`src/hw/rtl/qbz_pkg.sv`:
```
`timescale 1ns / 1ps
`default_nettype none
package qbz_pkg;

  localparam int unsigned MaxTableLength = 65536;
  localparam int unsigned IdxW    = 17;
  localparam int unsigned XW      = 24;
  localparam int unsigned YW      = 32;
  localparam int unsigned RadW    = 62;
  localparam int unsigned RootW   = 31;
  localparam int unsigned SremW   = 33;
  localparam int unsigned DenW    = 33;
  localparam int unsigned QW      = 25;
  localparam int unsigned SqCells = RootW;
  localparam int unsigned DvCells = QW;

  localparam logic [1:0] StOk       = 2'd0;
  localparam logic [1:0] StNotRise  = 2'd1;
  localparam logic [1:0] StCtrlOut  = 2'd2;
  localparam logic [1:0] StIdxRange = 2'd3;

  typedef struct packed {
    logic [IdxW-1:0]        sample_index;
    logic [XW-1:0]          seg_x_start;
    logic [XW-1:0]          seg_x_ctrl;
    logic [XW-1:0]          seg_x_end;
    logic signed [YW-1:0]   seg_y_start;
    logic signed [YW-1:0]   seg_y_ctrl;
    logic signed [YW-1:0]   seg_y_end;
  } item_t;

  typedef struct packed {
    logic signed [YW-1:0] curve_value;
    logic [1:0]           status;
  } result_t;

  // side data that rides along the cell chains
  typedef struct packed {
    logic [24:0]          b;
    logic [24:0]          d;
    logic signed [YW-1:0] ys;
    logic signed [YW-1:0] yc;
    logic signed [YW-1:0] ye;
    logic [1:0]           status;
    logic                 t_zero;
    logic                 t_one;
  } ctx_t;

endpackage
`default_nettype wire

```
`src/hw/rtl/qbz_div_cell.sv`:
```
`timescale 1ns / 1ps
`default_nettype none
module qbz_div_cell (
  input  wire                          clk_i,
  input  wire                          rst_ni,
  input  wire                          valid_i,
  input  qbz_pkg::ctx_t                ctx_i,
  input  wire [qbz_pkg::DenW-1:0]      den_i,
  input  wire [qbz_pkg::DenW-1:0]      rem_i,
  input  wire [qbz_pkg::QW-1:0]        q_i,
  output logic                         valid_o,
  output qbz_pkg::ctx_t                ctx_o,
  output logic [qbz_pkg::DenW-1:0]     den_o,
  output logic [qbz_pkg::DenW-1:0]     rem_o,
  output logic [qbz_pkg::QW-1:0]       q_o
);

  logic [qbz_pkg::DenW:0] rem_sh;
  logic                   take;

  always_comb begin
    rem_sh = {rem_i, 1'b0};
    take   = rem_sh >= {1'b0, den_i};
  end

  always_ff @(posedge clk_i or negedge rst_ni) begin
    if (!rst_ni) begin
      valid_o <= 1'b0;
    end else begin
      valid_o <= valid_i;
    end
  end

  always_ff @(posedge clk_i) begin
    ctx_o <= ctx_i;
    den_o <= den_i;
    rem_o <= take ? qbz_pkg::DenW'(rem_sh - {1'b0, den_i}) : qbz_pkg::DenW'(rem_sh);
    q_o   <= {q_i[qbz_pkg::QW-2:0], take};
  end

endmodule
`default_nettype wire

```
`config.mk`:
```
export PLATFORM = sky130hd
export DESIGN_NAME = qbz_div_cell
export DESIGN_NICKNAME = d
export VERILOG_FILES = /design/src/hw/rtl/qbz_pkg.sv /design/src/hw/rtl/qbz_div_cell.sv
export SDC_FILE = /design/constraint.sdc
export NUM_CORES = 1
export LEC_CHECK = 0
export BUFFER_PORTS_ARGS = -buffer_cell sky130_fd_sc_hd__buf_4
export CORE_AREA = 2 2 189 191
export CTS_CLUSTER_SIZE = 8
export DETAILED_ROUTE_END_ITERATION = 6
export DIE_AREA = 0 0 191 193
export GPL_TIMING_DRIVEN = 0
export SYNTH_ARGS = -nofsm -noshare
export SYNTH_HDL_FRONTEND = slang
export SYNTH_SLANG_ARGS = --single-unit
```
`constraint.sdc`:
```
create_clock -name clk_i -period 0.8 [get_ports clk_i]
set_input_delay 0.04 -clock clk_i [delete_from_list [all_inputs] [get_ports clk_i]]
set_output_delay 0.04 -clock clk_i [all_outputs]
set_load 0.005 [all_outputs]
```
==> impl_metrics.prom <==
# TYPE chip_impl_metric gauge
chip_impl_info{name="run_status",value="finished, violations left"} 1
chip_impl_info{name="violations",value="hold timing, setup timing"} 1
chip_impl_info{name="postSynth.topFlopCell",value="dfxtp_1"} 1
chip_impl_info{name="worst_setup_path_end_kind",value="flop"} 1
chip_impl_metric{name="power.density",unit="mW/mm²"} 2112
chip_impl_metric{name="timing_worst_slew_pin_value",unit="ns"} 0.4240
chip_impl_metric{name="drive_gt1_share",unit="%"} 63.19
chip_impl_metric{name="n_fill_cell",unit=""} 3049
chip_impl_info{name="criticalPathCategory",value="in2reg"} 1
chip_impl_metric{name="io_buffers",unit=""} 484
chip_impl_metric{name="grt_start_max_net_pins",unit=""} 11
chip_impl_metric{name="nets",unit=""} 1603
chip_impl_metric{name="totalNegativeSetupSlack",unit="ns"} -92.10
chip_impl_metric{name="wl",unit="mm"} 34.89
chip_impl_metric{name="clkSlewWorstSetupHoldPaths",unit="ns"} 0.05
chip_impl_metric{name="post_synthesis_cell_count",unit=""} 544
chip_impl_metric{name="arrival",unit="ns"} 2.64
chip_impl_metric{name="die-height",unit="µm"} 193
chip_impl_info{name="synthTopCellsByArea",value="dfxtp_1 69%, ha_1 5.9%, mux2_1 4.0%"} 1
chip_impl_metric{name="die_x",unit="µm"} 191
chip_impl_info{name="yosys.area.top_type",value="dfxtp_1"} 1
chip_impl_metric{name="final_period_minus_worst_setup_slack",unit="ns"} 2.235
chip_impl_info{name="rsz0062_at_grt",value="yes"} 1
chip_impl_metric{name="synth.avg_cell_area",unit="µm²"} 12.89
chip_impl_metric{name="core-area",unit="mm²"} 0.03496
chip_impl_metric{name="detail_route.first_pass.iterations",unit=""} 4
chip_impl_metric{name="clock_sink_count",unit=""} 242
chip_impl_info{name="path_cells",value="buf_6, inv_4, ha_4, nor2b_4, o2111ai_2, and3_4, o31ai_4, a211o_4, a41oi_4, o211ai_1, a211oi_4, buf_12, buf_8, mux2_4"} 1
chip_impl_metric{name="tritoncts.num_buffers",unit=""} 37
chip_impl_metric{name="timing.max_slew.rel_slack",unit="%"} 71.68
chip_impl_metric{name="number_of_global_route_vias_before_repair",unit=""} 7622
chip_impl_info{name="cp-start-kind",value="input port"} 1
chip_impl_metric{name="power_frac_comb",unit="%"} 20.2
chip_impl_metric{name="internal_power",unit="mW"} 26.42
chip_impl_info{name="clockRootBuffer",value="clkbuf_16"} 1
chip_impl_metric{name="clkPwrFrac",unit="%"} 40.5
chip_impl_metric{name="ant_nets",unit=""} 0
chip_impl_metric{name="area_growth",unit="%"} 134.6
chip_impl_info{name="crit_slowest_cell",value="mux2_4"} 1
chip_impl_metric{name="ys_warn_count",unit=""} 0
chip_impl_metric{name="final.hold.worst_slack",unit="ns"} -0.3451
chip_impl_metric{name="mappedNetlistNets",unit=""} 822
chip_impl_metric{name="num_vias",unit=""} 7115
chip_impl_metric{name="synth_seq_cells",unit=""} 242
chip_impl_metric{name="swShare",unit="%"} 23.99
chip_impl_metric{name="power.switching",unit="mW"} 8.337
chip_impl_metric{name="post-dp-hpwl",unit="mm"} 24.23
chip_impl_metric{name="max_clock_freq",unit="GHz"} 0.4475
chip_impl_metric{name="share_of_the_core_filled_with_cells_in_the_final_layout",unit="%"} 47.06
chip_impl_metric{name="worst-endpoint-required",unit="ns"} 1.20
chip_impl_info{name="hold_path.class",value="in2reg"} 1
chip_impl_metric{name="ctsHtreeMaxLevel",unit=""} 2
chip_impl_metric{name="max_cap_violations",unit=""} 0
chip_impl_metric{name="cts_max_path_buffers",unit=""} 3
chip_impl_metric{name="detail_routed_net_length_per_standard_cell",unit="µm"} 19.37
chip_impl_metric{name="placementRows",unit=""} 69
chip_impl_metric{name="post-synth-top-area-fraction",unit="%"} 68.80
chip_impl_metric{name="preCtsSetupSlack",unit="ns"} -2.672
chip_impl_metric{name="initial_core_util",unit="%"} 20.06
chip_impl_metric{name="total_setup_violations_reported_at_the_end_of_the_flow",unit=""} 276
chip_impl_metric{name="postLayoutSetupSlackWorst",unit="ns"} -1.435
chip_impl_metric{name="global_route.overflow_total",unit=""} 0
chip_impl_metric{name="crit_fanout",unit=""} 7
chip_impl_metric{name="leakage",unit="nW"} 7.468
chip_impl_metric{name="grt_first_pass_wirelength",unit="mm"} 46.69
chip_impl_metric{name="synth.lib_cells_used.distinct",unit=""} 47
chip_impl_metric{name="via_per_inst",unit=""} 3.951
chip_impl_metric{name="cp_buf_inv_count",unit=""} 4
chip_impl_metric{name="synthesis.area",unit="mm²"} 0.007013
chip_impl_metric{name="gp_congestion",unit=""} 0.8101
chip_impl_metric{name="io-pin-count",unit=""} 486
chip_impl_info{name="tritoncts",value="done"} 1
chip_impl_metric{name="number_of_enable_type_register_cells_in_the_synthesized_netlist",unit=""} 0
chip_impl_metric{name="number_of_failing_hold_endpoints_at_the_final_stage",unit=""} 3
chip_impl_info{name="critical-path-top-delay-family",value="compound AO/OA/AOI/OAI gates"} 1
chip_impl_metric{name="p_seq_share",unit="%"} 39.3
chip_impl_metric{name="drt_first_iter_violations",unit=""} 166
chip_impl_info{name="synthTopCellsByCount",value="241 x dfxtp_1, 38 x inv_1, 33 x ha_1, 25 x mux2_1, 24 x a21oi_1"} 1
chip_impl_metric{name="largest_voltage_drop_on_the_vdd_net",unit="µV"} 1853
chip_impl_metric{name="full_die_area",unit="mm²"} 0.03686
chip_impl_metric{name="initial_antenna_violation_count",unit=""} 9
chip_impl_metric{name="part_of_the_yosys_area_used_for_sequential_elements",unit="%"} 69.15
chip_impl_metric{name="fin_crit_sh",unit="%"} 279.4
chip_impl_metric{name="slew_violations",unit=""} 0
chip_impl_metric{name="crit_path_max_incr_delay",unit="ns"} 0.31
chip_impl_metric{name="grt_usage",unit="%"} 17.35
chip_impl_info{name="yosys.cell_count.top_type",value="dfxtp_1"} 1
chip_impl_metric{name="async_reset_ff_share",unit="%"} 0.4132
chip_impl_metric{name="route.detailed.drc",unit=""} 0
==> cell families (layout without fill, tap and decap cells) <==
kind of cell | Yosys count | in the layout | share of synthesized area, %
adders and majority gates | 34 | 34 | 6.173
xor gates and xnor gates | 31 | 31 | 3.872
DFF | 242 | 242 | 69.15
AOI/OAI and AO/OA | 86 | 86 | 7.886
buffers and inverters | 48 | 838 | 2.908
muxes | 32 | 32 | 5.120
other | 0 | 6 | 0
and+or+nand+nor | 71 | 71 | 4.889
==> per-layer routing <==
layer  routed length (µm)  vias to the layer above  GRT usage, %
li1                     -                     3400             -
met1                12610                     3301         18.23
met2                17950                      318         31.40
met3                 2876                       90         6.371
met4                 1406                        6         6.917
met5                   45                        -             0
==> stage by stage <==
stage	area [µm²]	total power [mW]	std cells
finish	16450	34.75	1801
floorplan	7188	15.29	544
global route	16450	36.17	1799
CTS	15910	34.66	1786
global placement	11400	18.31	1489
detailed placement	11400	18.34	1489
==> power by group through the flow <==
stage / combinational [mW] / sequential, mW / clock, mW
floorplan: 1.67 / 13.6 / 0
global placement: 4.80 / 13.5 / 0
detailed placement: 4.82 / 13.5 / 0
CTS: 6.65 / 13.5 / 14.5
global route: 7.49 / 13.7 / 15.0
finish: 7.02 / 13.6 / 14.1
==> worst paths after layout <==
path / start / end / slack [ns] / depth (start not counted)
worst max-delay path: den_i[2] / rem_o[13]$_DFF_P_ / -1.43 / 14
worst min-delay path: den_i[1] / den_o[1]$_DFF_P_ / -0.35 / 1
max in group asynchronous: rst_ni / valid_o$_DFF_PN0_ / 0.32 / 3
min in group asynchronous: rst_ni / valid_o$_DFF_PN0_ / 0.38 / 3
==> registers in the layout, indices dropped and copies added (netlist names) <==
name     cells
ctx_o      150
den_o       33
q_o         25
rem_o       33
valid_o      1
==> layout by cell type (no fill, tap or decap), types with 4 or more instances in the layout <==
cell type,count
a211oi_1,4
a21o_1,10
a21oi_1,18
a31oi_1,5
buf_4,277
buf_6,225
clkbuf_1,9
clkbuf_16,38
dfxtp_1,36
dfxtp_2,205
diode_2,6
dlygate4sd3_1,240
ha_1,17
ha_4,13
inv_1,26
inv_2,7
inv_4,5
mux2_4,29
nand2_1,17
nand2b_1,5
nand3_1,7
nand4_1,4
nor2_1,16
nor3_1,4
o21ai_0,15
o21ai_1,4
xnor2_1,15
xor2_1,16
==> area by class of cell <==
cell class,count,area (µm²),share of cell area [%]
Timing Repair Buffer,745,7078,43.02
Sequential cell,242,5106,31.03
Multi-Input combinational cell,254,2411,14.65
Clock buffer,45,997.2,6.060
Tap cell,461,576.8,3.505
Inverter,38,155.1,0.9429
Buffer,7,70.07,0.4258
Clock inverter,3,45.04,0.2737
Antenna cell,6,15.01,0.09125
==> timing repair <==
item,in CTS,in global routing
hold buffers,239,1
pin swaps,12,16
hold endpoints to repair,243,4
setup buffers,11,8
gates resized for setup,348,169
endpoints found under the setup margin,276,276
cloned,2,0
Note: power is estimated with default switching activity, not from simulation.
