## config.mk

```make
export PLATFORM = sky130hd
export DESIGN_NAME = qbz_sqrt_cell
export DESIGN_NICKNAME = d
export VERILOG_FILES = /design/src/hw/rtl/qbz_pkg.sv /design/src/hw/rtl/qbz_sqrt_cell.sv
export SDC_FILE = /design/constraint.sdc
export NUM_CORES = 1
export LEC_CHECK = 0
export BUFFER_PORTS_ARGS = -buffer_cell sky130_fd_sc_hd__buf_2
export CAP_MARGIN = 20
export CORE_AREA = 2 2 217 219
export CTS_CLUSTER_DIAMETER = 100
export CTS_CLUSTER_SIZE = 40
export DETAILED_ROUTE_END_ITERATION = 10
export DIE_AREA = 0 0 219 221
export PLACE_DENSITY_LB_ADDON = 0.3
export SLEW_MARGIN = 20
export SYNTH_ARGS = -nofsm -noshare
export SYNTH_HDL_FRONTEND = slang
export SYNTH_SLANG_ARGS = --single-unit
export TNS_END_PERCENT = 1
```

## constraint.sdc

```tcl
create_clock -name clk_i -period 1.49 [get_ports clk_i]
set_clock_uncertainty 0.2 [all_clocks]
set_input_delay 0.149 -clock clk_i [delete_from_list [all_inputs] [get_ports clk_i]]
set_output_delay 0.149 -clock clk_i [all_outputs]
set_load 0.1 [all_outputs]
```

## src/hw/rtl/qbz_pkg.sv

```systemverilog
`timescale 1ns / 1ps
`default_nettype none
package qbz_pkg;

  localparam int unsigned MaxTableLength = 65536;
  localparam int unsigned IdxW    = 17;
  localparam int unsigned XW      = 24;
  localparam int unsigned YW      = 32;
  localparam int unsigned RadW    = 62;
  localparam int unsigned RootW   = 31;
  localparam int unsigned SremW   = 33;
  localparam int unsigned DenW    = 33;
  localparam int unsigned QW      = 25;
  localparam int unsigned SqCells = RootW;
  localparam int unsigned DvCells = QW;

  localparam logic [1:0] StOk       = 2'd0;
  localparam logic [1:0] StNotRise  = 2'd1;
  localparam logic [1:0] StCtrlOut  = 2'd2;
  localparam logic [1:0] StIdxRange = 2'd3;

  typedef struct packed {
    logic [IdxW-1:0]        sample_index;
    logic [XW-1:0]          seg_x_start;
    logic [XW-1:0]          seg_x_ctrl;
    logic [XW-1:0]          seg_x_end;
    logic signed [YW-1:0]   seg_y_start;
    logic signed [YW-1:0]   seg_y_ctrl;
    logic signed [YW-1:0]   seg_y_end;
  } item_t;

  typedef struct packed {
    logic signed [YW-1:0] curve_value;
    logic [1:0]           status;
  } result_t;

  // side data that rides along the cell chains
  typedef struct packed {
    logic [24:0]          b;
    logic [24:0]          d;
    logic signed [YW-1:0] ys;
    logic signed [YW-1:0] yc;
    logic signed [YW-1:0] ye;
    logic [1:0]           status;
    logic                 t_zero;
    logic                 t_one;
  } ctx_t;

endpackage
`default_nettype wire

```

## src/hw/rtl/qbz_sqrt_cell.sv

```systemverilog
`timescale 1ns / 1ps
`default_nettype none
module qbz_sqrt_cell (
  input  wire                             clk_i,
  input  wire                             rst_ni,
  input  wire                             valid_i,
  input  qbz_pkg::ctx_t                   ctx_i,
  input  wire [qbz_pkg::RadW-1:0]         rad_i,
  input  wire [qbz_pkg::SremW-1:0]        rem_i,
  input  wire [qbz_pkg::RootW-1:0]        root_i,
  output logic                            valid_o,
  output qbz_pkg::ctx_t                   ctx_o,
  output logic [qbz_pkg::RadW-1:0]        rad_o,
  output logic [qbz_pkg::SremW-1:0]       rem_o,
  output logic [qbz_pkg::RootW-1:0]       root_o
);

  logic [qbz_pkg::SremW+1:0] rem_sh;
  logic [qbz_pkg::SremW+1:0] trial;
  logic                      take;

  always_comb begin
    rem_sh = {rem_i, rad_i[qbz_pkg::RadW-1 -: 2]};
    trial  = {2'b00, root_i, 2'b01};
    take   = rem_sh >= trial;
  end

  always_ff @(posedge clk_i or negedge rst_ni) begin
    if (!rst_ni) begin
      valid_o <= 1'b0;
    end else begin
      valid_o <= valid_i;
    end
  end

  always_ff @(posedge clk_i) begin
    ctx_o  <= ctx_i;
    rad_o  <= {rad_i[qbz_pkg::RadW-3:0], 2'b00};
    rem_o  <= take ? qbz_pkg::SremW'(rem_sh - trial) : qbz_pkg::SremW'(rem_sh);
    root_o <= {root_i[qbz_pkg::RootW-2:0], take};
  end

endmodule
`default_nettype wire

```

==> summary.txt, run 1 <==
Outcome
  – Status: finished with violations
  – Failing checks: setup timing

Clock network
  – Max Buffers Root-to-Sink: 3
  – Total CTS buffers: 14
  – CTS tree: yes
  – H-tree levels: 1
  – CTS clk-pin slew, worst paths: 0.10 ns
  – Sink Count: 275
  – CTS Root Cell: clkbuf_16

Logic synthesis
  – Syn Std Cell Area: 8280 sq um
  – Area share of the largest cell type after synthesis: 0.663
  – Post-synthesis instance total: 664
  – Register area share after synthesis: 0.666
  – Warning count from the yosys run: 0
  – Fraction of registers with async set/reset: 0.00364
  – Synth area leaders: dfxtp_1 (66%), ha_1 (5.0%), mux2_4 (3.3%)
  – Distinct cell type count after synthesis: 61
  – Top FF cell, synth: dfxtp_1
  – Avg Cell Area, Syn: 12.5 sq um
  – Yosys top cell by area: dfxtp_1
  – Post-synth EDFFs: 0
  – Flops & latches, synth: 275

Cells and area
  – Register area: 5760 sq um
  – Layout Area Growth over Synthesis: 151%
  – Final Util: 0.451
  – Footprint of the multi-input gates: 3060 sq um
  – Fin nets: 1956
  – Layout Cells excl Fill: 2267
  – Fillers: 4015
  – Layout cells sized above 1: 0.617
  – Most frequent cells in the layout: dlygate4sd3_1 (280), buf_2 (273), buf_12 (223)
  – Most common cell after layout, fill and taps aside: dlygate4sd3_1

Setup path
  – CP arrival: 2.32 ns
  – Crit path largest cell delay: 0.30 ns
  – Crit-path max FO: 6
  – Worst path required time: 1.75 ns
  – Cells along the critical path: buf_2 > inv_1 > ha_4 > nand4_1 > nor2_2 > nand3_1 > o2111ai_4 > a41oi_4 > o21a_4 > buf_6 > o31ai_2 > buf_4
  – Crit path from: root_i[16]
  – Setup crit end kind: flop
  – Critical Path Source Type: primary input
  – Worst path slowest cell: o21a_4
  – Critical path class: primary input to flop

Floorplan
  – DIE AREA: 48400 sq um
  – Core Rows: 79
  – I/O pins: 556
  – DIE HEIGHT: 221 um
  – Die W: 219 um
  – Initial Utilization: 0.180
  – Area of the core: 46100 sq um

Global routing
  – Vias in the first global route: 9712
  – M1 GR Usage: 0.168
  – Most used routing layer: met2
  – First-pass GRT wire length: 60.4 mm
  – Largest net degree at the start of global routing: 42
  – Total track usage: 0.165
  – Global route overflow: 0
  – M3 GR Usage: 0.0338
  – Initial antenna violation count: 9
  – Met2 Use GR: 0.311

Min path
  – WHS Path Cells: 4
  – Worst min-delay path class: primary input to flop
  – Hold Crit Start: rem_i[1]

Timing
  – Setup ws final: -0.576 ns
  – Final worst path period share: 1.39
  – Fin Hold WS: 0.0125 ns
  – RSZ-0062 raised after global routing: true
  – Worst Max-Slew Pin Slew: 0.512 ns
  – Rel. slew slack: 0.655
  – Setup TNS: -17.04 ns
  – Minimum clock period: 2.07 ns
  – Final setup violation count: 34
  – Max-slew violations: 0
  – Final Hold Fails: 0
  – Fmax: 484 MHz

Placement
  – Post-Place Cells: 1941
  – Number of port buffers: 553
  – GPL Wtd Cong: 0.856
  – DP Wirelength: 28.6 mm
  – Pre-CTS WS: -1.37 ns

Drt
  – DR DRC count: 0
  – Drt via density: 3.91
  – Via Count: 8855
  – Drt first pass iters: 4
  – Final WL: 43.2 mm
  – DR iter-0 viols: 275
  – WL/cell: 19.1 um
  – ANT nets after route: 0

Power
  – Power per standard cell area: 1090 nW/um^2
  – Max VDD drop: 1.22 mV
  – Leak pwr: 0.00929 uW

Flow run
  – Max-Cap Viols: 0
==> worst max-delay path: cells and delay by family <==
family          cells  cell delay (ns)
compound gates      4             0.95
fa+ha+maj           1             0.28
simple gates        3             0.49
buf+inv             4             0.45
==> cells in the mapped netlist, types with 2 or more instances <==
master	n
a2111oi_0	3
a211o_1	3
a211oi_1	4
a21boi_0	2
a21o_1	4
a21oi_1	37
a21oi_2	3
a221oi_1	3
a31oi_1	2
and2_1	2
and3_1	4
buf_12	3
buf_2	5
buf_4	2
buf_6	2
clkbuf_1	2
dfxtp_1	274
ha_1	33
inv_1	50
mux2_2	6
mux2_4	18
mux2i_1	4
nand2_1	30
nand2b_1	6
nand3_1	12
nand4_1	6
nor2_1	27
nor2b_1	2
nor3_1	11
nor4_1	5
o2111ai_1	2
o211ai_1	10
o21a_1	7
o21ai_0	20
o21ai_1	2
o21bai_1	5
o31a_1	2
o31ai_1	6
xnor2_1	22
xor2_1	2
==> final timing paths <==
path / endpoint / slack [ns]
hold / removal: rem_o[4]$_DFF_P_ / 0.01
setup / recovery: rem_o[32]$_DFF_P_ / -0.58
min in group asynchronous: valid_o$_DFF_PN0_ / 0.24
max in group asynchronous: valid_o$_DFF_PN0_ / 0.74
==> state kept, by name (all words and copies together) (netlist names) <==
name	cells
valid_o	1
rad_o	60
ctx_o	150
root_o	31
rem_o	33
==> stage by stage <==
step,cell area (sq um),power (uW)
2_1_floorplan,8560,13400
3_3_place_gp,13600,15600
3_5_place_dp,13600,15600
4_1_cts,19700,22400
5_1_grt,20800,23500
6_report,20800,22700
==> power breakdown <==
group	internal (uW)	total, uW	switching, uW
Sequential	7980	8460	481
Combinational	3720	9330	5610
Clock	2100	4920	2820
==> routing by layer <==
metal  routed length (um)  share of wire  vias to the layer above
met4                 2680          0.062                        0
met3                 2660          0.061                      100
met2                22800           0.53                      356
met5                    0              0                        -
met1                15100           0.35                     4173
li1                     -              -                     4226
==> final cells by class <==
cell class,instances,area share
diodes,8,0.000964
flip-flops and latches,275,0.277
inverters,51,0.0111
repair inverters,1,0.000784
clock inverters,6,0.00663
repair buffers,976,0.500
multi-input cells,325,0.147
clock buffers,18,0.0191
well taps,607,0.0366
==> what timing repair did <==
item                       4_1_cts  5_1_grt
gates resized for setup        815      291
pin swaps                       15        8
setup endpoints to repair      287      193
buffers inserted                10        3
hold endpoints to repair       275        3
gates cloned                     1        0
hold buffers                   275        5
==> cells by family (layout without fill, tap and decap cells) <==
kind of cell | count (synthesis) | in the layout | synth area share
AOI/OAI and AO/OA | 127 | 127 | 0.107
xor gates and xnor gates | 24 | 24 | 0.0254
adders and majority gates | 33 | 33 | 0.0499
buffers and inverters | 65 | 1052 | 0.0404
DFF | 275 | 275 | 0.666
muxes | 28 | 28 | 0.0456
other | 1 | 10 | 0.000453
and+or+nand+nor | 111 | 111 | 0.0656
No activity file was read; power rests on OpenSTA's default activity.
==> run 2: changes to the inputs <==
- CELL_PAD_IN_SITES_DETAIL_PLACEMENT: unset -> 1
- CELL_PAD_IN_SITES_GLOBAL_PLACEMENT: unset -> 2
- CORE_AREA: 2 2 217 219 -> 2 2 214 216
- DIE_AREA: 0 0 219 221 -> 0 0 216 218
- RECOVER_POWER: unset -> 100
- SKIP_LAST_GASP: unset -> 1
==> run 2 against run 1 <==
Net effect: the run ends with hold timing, setup timing left; via count is 0.32% higher; cell count hardly changed; combinational power shrank 11%; critical path depth shrank 2; clock-buffer cell count down 2; clock power up 3%; flip-flop and latch count unchanged; cell area is 15% lower; critical endpoint is now rem_o[11]$_DFF_P_; largest power group unchanged.
==> summary.txt, run 2 (same netlist as run 1, synthesis figures left out) <==
Outcome
  – Status: finished with violations
  – Failing checks: hold timing, setup timing

Drt
  – ANT nets after route: 0
  – DR DRC count: 0
  – Via Count: 8883
  – Final WL: 45.1 mm
  – Drt via density: 3.92
  – Drt first pass iters: 4
  – WL/cell: 19.9 um
  – DR iter-0 viols: 270

Placement
  – DP Wirelength: 33.6 mm
  – GPL Wtd Cong: 0.793
  – Number of port buffers: 553
  – Area after DPL: 13800 sq um

Cells and area
  – Design area: 17600 sq um
  – Layout Area Growth over Synthesis: 112%
  – Most frequent cells in the layout: buf_2 (466), dlygate4sd3_1 (278), dfxtp_1 (274)
  – Layout cells sized above 1: 0.492
  – Max FFs per register: 150
  – Most common cell after layout, fill and taps aside: buf_2
  – Fin nets: 1967
  – Largest regs: ctx_o (150), rad_o (60), rem_o (33)
  – Most flop-heavy register: ctx_o

Setup path
  – Crit-path max FO: 13
  – CP bufs+invs: 3
  – CP delay by family, top: simple AND/OR/NAND/NOR gates
  – Crit path largest cell delay: 0.42 ns
  – Critical path class: primary input to flop
  – Critical Path Source Type: primary input
  – Worst path slowest cell: or4_1
  – Cells along the critical path: buf_2 > inv_1 > ha_4 > nor3b_4 > nand4_1 > or4_1 > o21a_1 > o21a_4 > inv_12 > mux2_4
  – CP arrival: 2.27 ns
  – Worst path required time: 1.70 ns
  – Setup crit end kind: flop

Clock network
  – Max Buffers Root-to-Sink: 3
  – H-tree levels: 1
  – CTS Root Cell: clkbuf_16
  – CTS tree: yes
  – Total CTS buffers: 14
  – CTS clk-pin slew, worst paths: 0.12 ns
  – Sink Count: 275

Power
  – Net Switching: 8860 uW
  – Clock power share: 0.235
  – Register share of total power: 0.378
  – Sw Share: 0.410
  – Combinational Power Share: 0.387
  – Internal: 12700 uW
  – Leak pwr: 0.00819 uW
  – Max VDD drop: 0.882 mV
  – Power per standard cell area: 1230 nW/um^2

Global routing
  – Vias in the first global route: 9752
  – Initial antenna violation count: 11
  – Total track usage: 0.183
  – First-pass GRT wire length: 64.4 mm
  – Largest net degree at the start of global routing: 40
  – Global route overflow: 0

Floorplan
  – DIE AREA: 47100 sq um
  – Die W: 216 um
  – Core Rows: 78
  – Area of the core: 44900 sq um
  – DIE HEIGHT: 218 um
  – I/O pins: 556
  – Initial Utilization: 0.184

Timing
  – Setup ws final: -0.568 ns
  – Final setup violation count: 260
  – RSZ-0062 raised after global routing: true
  – Worst Max-Slew Pin Slew: 0.536 ns
  – Rel. slew slack: 0.645
  – Fmax: 486 MHz
  – Max-slew violations: 0
  – Setup TNS: -49.82 ns
  – Minimum clock period: 2.06 ns
  – Final worst path period share: 1.38
  – Fin Hold WS: -0.289 ns
  – Final Hold Fails: 1

Flow run
  – Max-Cap Viols: 0

Min path
  – Worst min-delay path class: primary input to flop
==> run 2: cell types whose count changed in the layout (fill, tap and decap cells not counted), sizes merged <==
cell and change:
diode -2, clkbuf +18, dlygate4sd3 -2, clkinv +2, buf -8
==> run 2: final timing paths <==
| path | from | endpoint | slack [ns] | cells past startpoint |
|---|---|---|---|---|
| max in group asynchronous | rst_ni | valid_o$_DFF_PN0_ | 0.71 | 3 |
| min in group asynchronous | rst_ni | valid_o$_DFF_PN0_ | 0.28 | 3 |
| hold / removal | rem_i[5] | rem_o[7]$_DFF_P_ | -0.29 | 2 |
| setup / recovery | root_i[30] | rem_o[11]$_DFF_P_ | -0.57 | 10 |
==> run 2: power by group through the flow <==
stage / combinational [uW] / clock [uW] / sequential [uW]
5_1_grt: 8660 / 5580 / 8210
3_3_place_gp: 7550 / 0 / 8320
2_1_floorplan: 1190 / 0 / 12200
4_1_cts: 8370 / 5320 / 8170
3_5_place_dp: 7580 / 0 / 8320
6_report: 8350 / 5080 / 8160
==> run 2: cell type report <==
type                    count  area [sq um]
well taps                 600           751
clock buffers              16           389
fillers                  5078         27300
multi-input cells         325          2980
inverters                  51           228
clock inverters             7           178
repair buffers            986          7510
flip-flops and latches    275          5510
diodes                      6          15.0
repair inverters            2          25.0
==> run 2: what timing repair did <==
item,4_1_cts,5_1_grt
cloned,2,0
hold endpoints to repair,275,4
resized for setup,58,19
buffers inserted,4,12
endpoints found under the setup margin,272,288
hold buffers,274,4
pin swaps,19,17
==> run 2: layer usage <==
metal	vias to the layer above	track usage	wire, um
met3	72	0.0367	2430
met1	4279	0.203	17100
met4	6	0.0669	1540
met2	289	0.345	24000
li1	4237	-	-
met5	-	0	46
==> run 2: through the flow <==
stage | total power (uW) | util | hold slack [ns] | instances | worst slack, ns
global placement | 15900 | 0.307 | -0.275 | 1944 | -1.28
global route | 22500 | 0.392 | -0.316 | 2268 | -0.633
CTS | 21900 | 0.388 | -0.324 | 2247 | -0.564
floorplan | 13400 | - | -0.347 | 665 | -1.02
detailed placement | 15900 | 0.307 | -0.272 | 1944 | -1.27
finish | 21600 | 0.392 | -0.289 | 2268 | -0.568
==> run 3: changes to the inputs <==
- CORE_AREA: 2 2 214 216 -> 2 2 219 221
- DIE_AREA: 0 0 216 218 -> 0 0 221 223
- clock period: 1.49 -> 2.3 ns (I/O delays scaled with it)
==> run 3 against run 2 <==
Net effect: the flow now finishes without violations; via count fell by 2.3%; cell area fell by 7.5%; sequential share of layout area increased by 2.6 points; worst setup slack improved by 0.64 ns; critical endpoint is now rem_o[5]$_DFF_P_; largest power group is now sequential cells.
==> summary.txt, run 3 (same netlist as run 1, synthesis figures left out) <==
Power
  – Internal: 7800 uW
  – Sw Share: 0.422
  – Clock power share: 0.250
  – Combinational Power Share: 0.363
  – Register share of total power: 0.388
  – Leak pwr: 0.00775 uW
  – Power per standard cell area: 830 nW/um^2
  – Max VDD drop: 0.749 mV
  – Net Switching: 5690 uW

Drt
  – DR iter-0 viols: 222
  – DR DRC count: 0
  – Drt via density: 3.86
  – WL/cell: 19.3 um
  – ANT nets after route: 0
  – Via Count: 8681
  – Final WL: 43.4 mm
  – Drt first pass iters: 5

Timing
  – Rel. slew slack: 0.521
  – Setup ws final: 0.0757 ns
  – RSZ-0062 raised after global routing: true
  – Minimum clock period: 2.22 ns
  – Max-slew violations: 0
  – Worst Max-Slew Pin Slew: 0.722 ns
  – Final worst path period share: 0.967
  – Fin Hold WS: 0.0210 ns
  – Final setup violation count: 0
  – Final Hold Fails: 0
  – Fmax: 450 MHz

Flow run
  – Max-Cap Viols: 0

Cells and area
  – Largest regs: ctx_o (150), rad_o (60), rem_o (33)
  – Layout Area Growth over Synthesis: 96.4%
  – Fin nets: 1935
  – Max FFs per register: 150
  – Most flop-heavy register: ctx_o
  – Layout cells sized above 1: 0.457
  – Most common cell after layout, fill and taps aside: dlygate4sd3_1
  – Design area: 16300 sq um
  – Most frequent cells in the layout: dlygate4sd3_1 (278), clkbuf_2 (275), dfxtp_1 (274)

Global routing
  – Vias in the first global route: 9616
  – First-pass GRT wire length: 63.5 mm
  – Largest net degree at the start of global routing: 42
  – Initial antenna violation count: 8
  – Total track usage: 0.171
  – Global route overflow: 0

Min path
  – Worst min-delay path class: primary input to flop
  – Hold Crit Start: rem_i[5]

Clock network
  – Sink Count: 275
  – Max Buffers Root-to-Sink: 3
  – CTS tree: yes
  – CTS clk-pin slew, worst paths: 0.10 ns
  – Total CTS buffers: 14
  – H-tree levels: 1
  – CTS Root Cell: clkbuf_16
  – Setup Buffers After CTS: 0

Setup path
  – Worst path required time: 2.52 ns
  – Critical Path Source Type: primary input
  – Crit-path max FO: 26
  – Setup crit end kind: flop
  – CP arrival: 2.44 ns
  – Crit path from: root_i[16]
  – Critical path class: primary input to flop

Floorplan
  – Initial Utilization: 0.176
  – DIE AREA: 49300 sq um
  – I/O pins: 556
  – Area of the core: 47100 sq um
  – Core Rows: 80
  – DIE HEIGHT: 223 um
  – Die W: 221 um

Placement
  – Pre-CTS WS: -0.542 ns
  – Number of port buffers: 553
  – GPL Wtd Cong: 0.798
  – Area after DPL: 12900 sq um
  – DP Wirelength: 34.1 mm

Outcome
  – Status: completed
-- run 3: worst paths after layout --
path / slack [ns] / end / cells after the start
worst max-delay path: 0.08 / rem_o[5]$_DFF_P_ / 11
worst min-delay path: 0.02 / rem_o[7]$_DFF_P_ / 4
max in group asynchronous: 1.47 / valid_o$_DFF_PN0_ / 3
min in group asynchronous: 0.33 / valid_o$_DFF_PN0_ / 3
-- run 3: cell type report --
cell class	instances	area, sq um
Multi-Input combinational cell	325	2710
Sequential cell	275	5510
Antenna cell	5	12.5
Inverter	51	225
Clock inverter	8	188
Clock buffer	16	379
Timing Repair Buffer	956	6460
Tap cell	615	769
Fill cell	5403	30900
-- run 3: stage by stage --
stage,instances,TNS (ns),utilization,power (uW)
final,2251,0,0.345,13500
after global routing,2249,-0.159,0.345,14000
after CTS,2245,0,0.344,13700
after detailed placement,1944,-15.30,0.274,9850
after global placement,1944,-14.33,0.274,9830
after floorplan,665,-6.50,-,8660
-- run 3: power groups by stage --
stage                     sequential [uW]  clock [uW]  combinational [uW]
after floorplan                      7890           0                 768
after global placement               5320           0                4510
after detailed placement             5320           0                4530
after CTS                            5220        3560                4940
after global routing                 5270        3680                5100
final                                5230        3370                4890
-- run 3: critical path, cell delays in order --
cell and delay, ns:
buf_2 0.11, inv_1 0.06, ha_2 0.38, nand4_1 0.17, nor2_1 0.16, nand3_1 0.11, o2111ai_2 0.28, a41oi_4 0.16
o21a_4 0.27, inv_16 0.16, mux2_2 0.35
-- run 3: repair_timing --
| item | CTS | global route |
|---|---|---|
| pin swaps | 0 | 3 |
| hold buffers | 277 | 1 |
| endpoints found under the setup margin | 1 | 29 |
| resized for setup | 1 | 12 |
| hold endpoints to repair | 275 | 1 |
-- run 3: per-layer routing --
layer	wire [um]	part of all wire	up-vias	track usage
li1	-	-	4173	-
met1	16400	0.38	4113	0.188
met2	22400	0.52	312	0.315
met3	2520	0.058	77	0.0423
met4	1940	0.045	6	0.0710
met5	41	0.00095	-	0
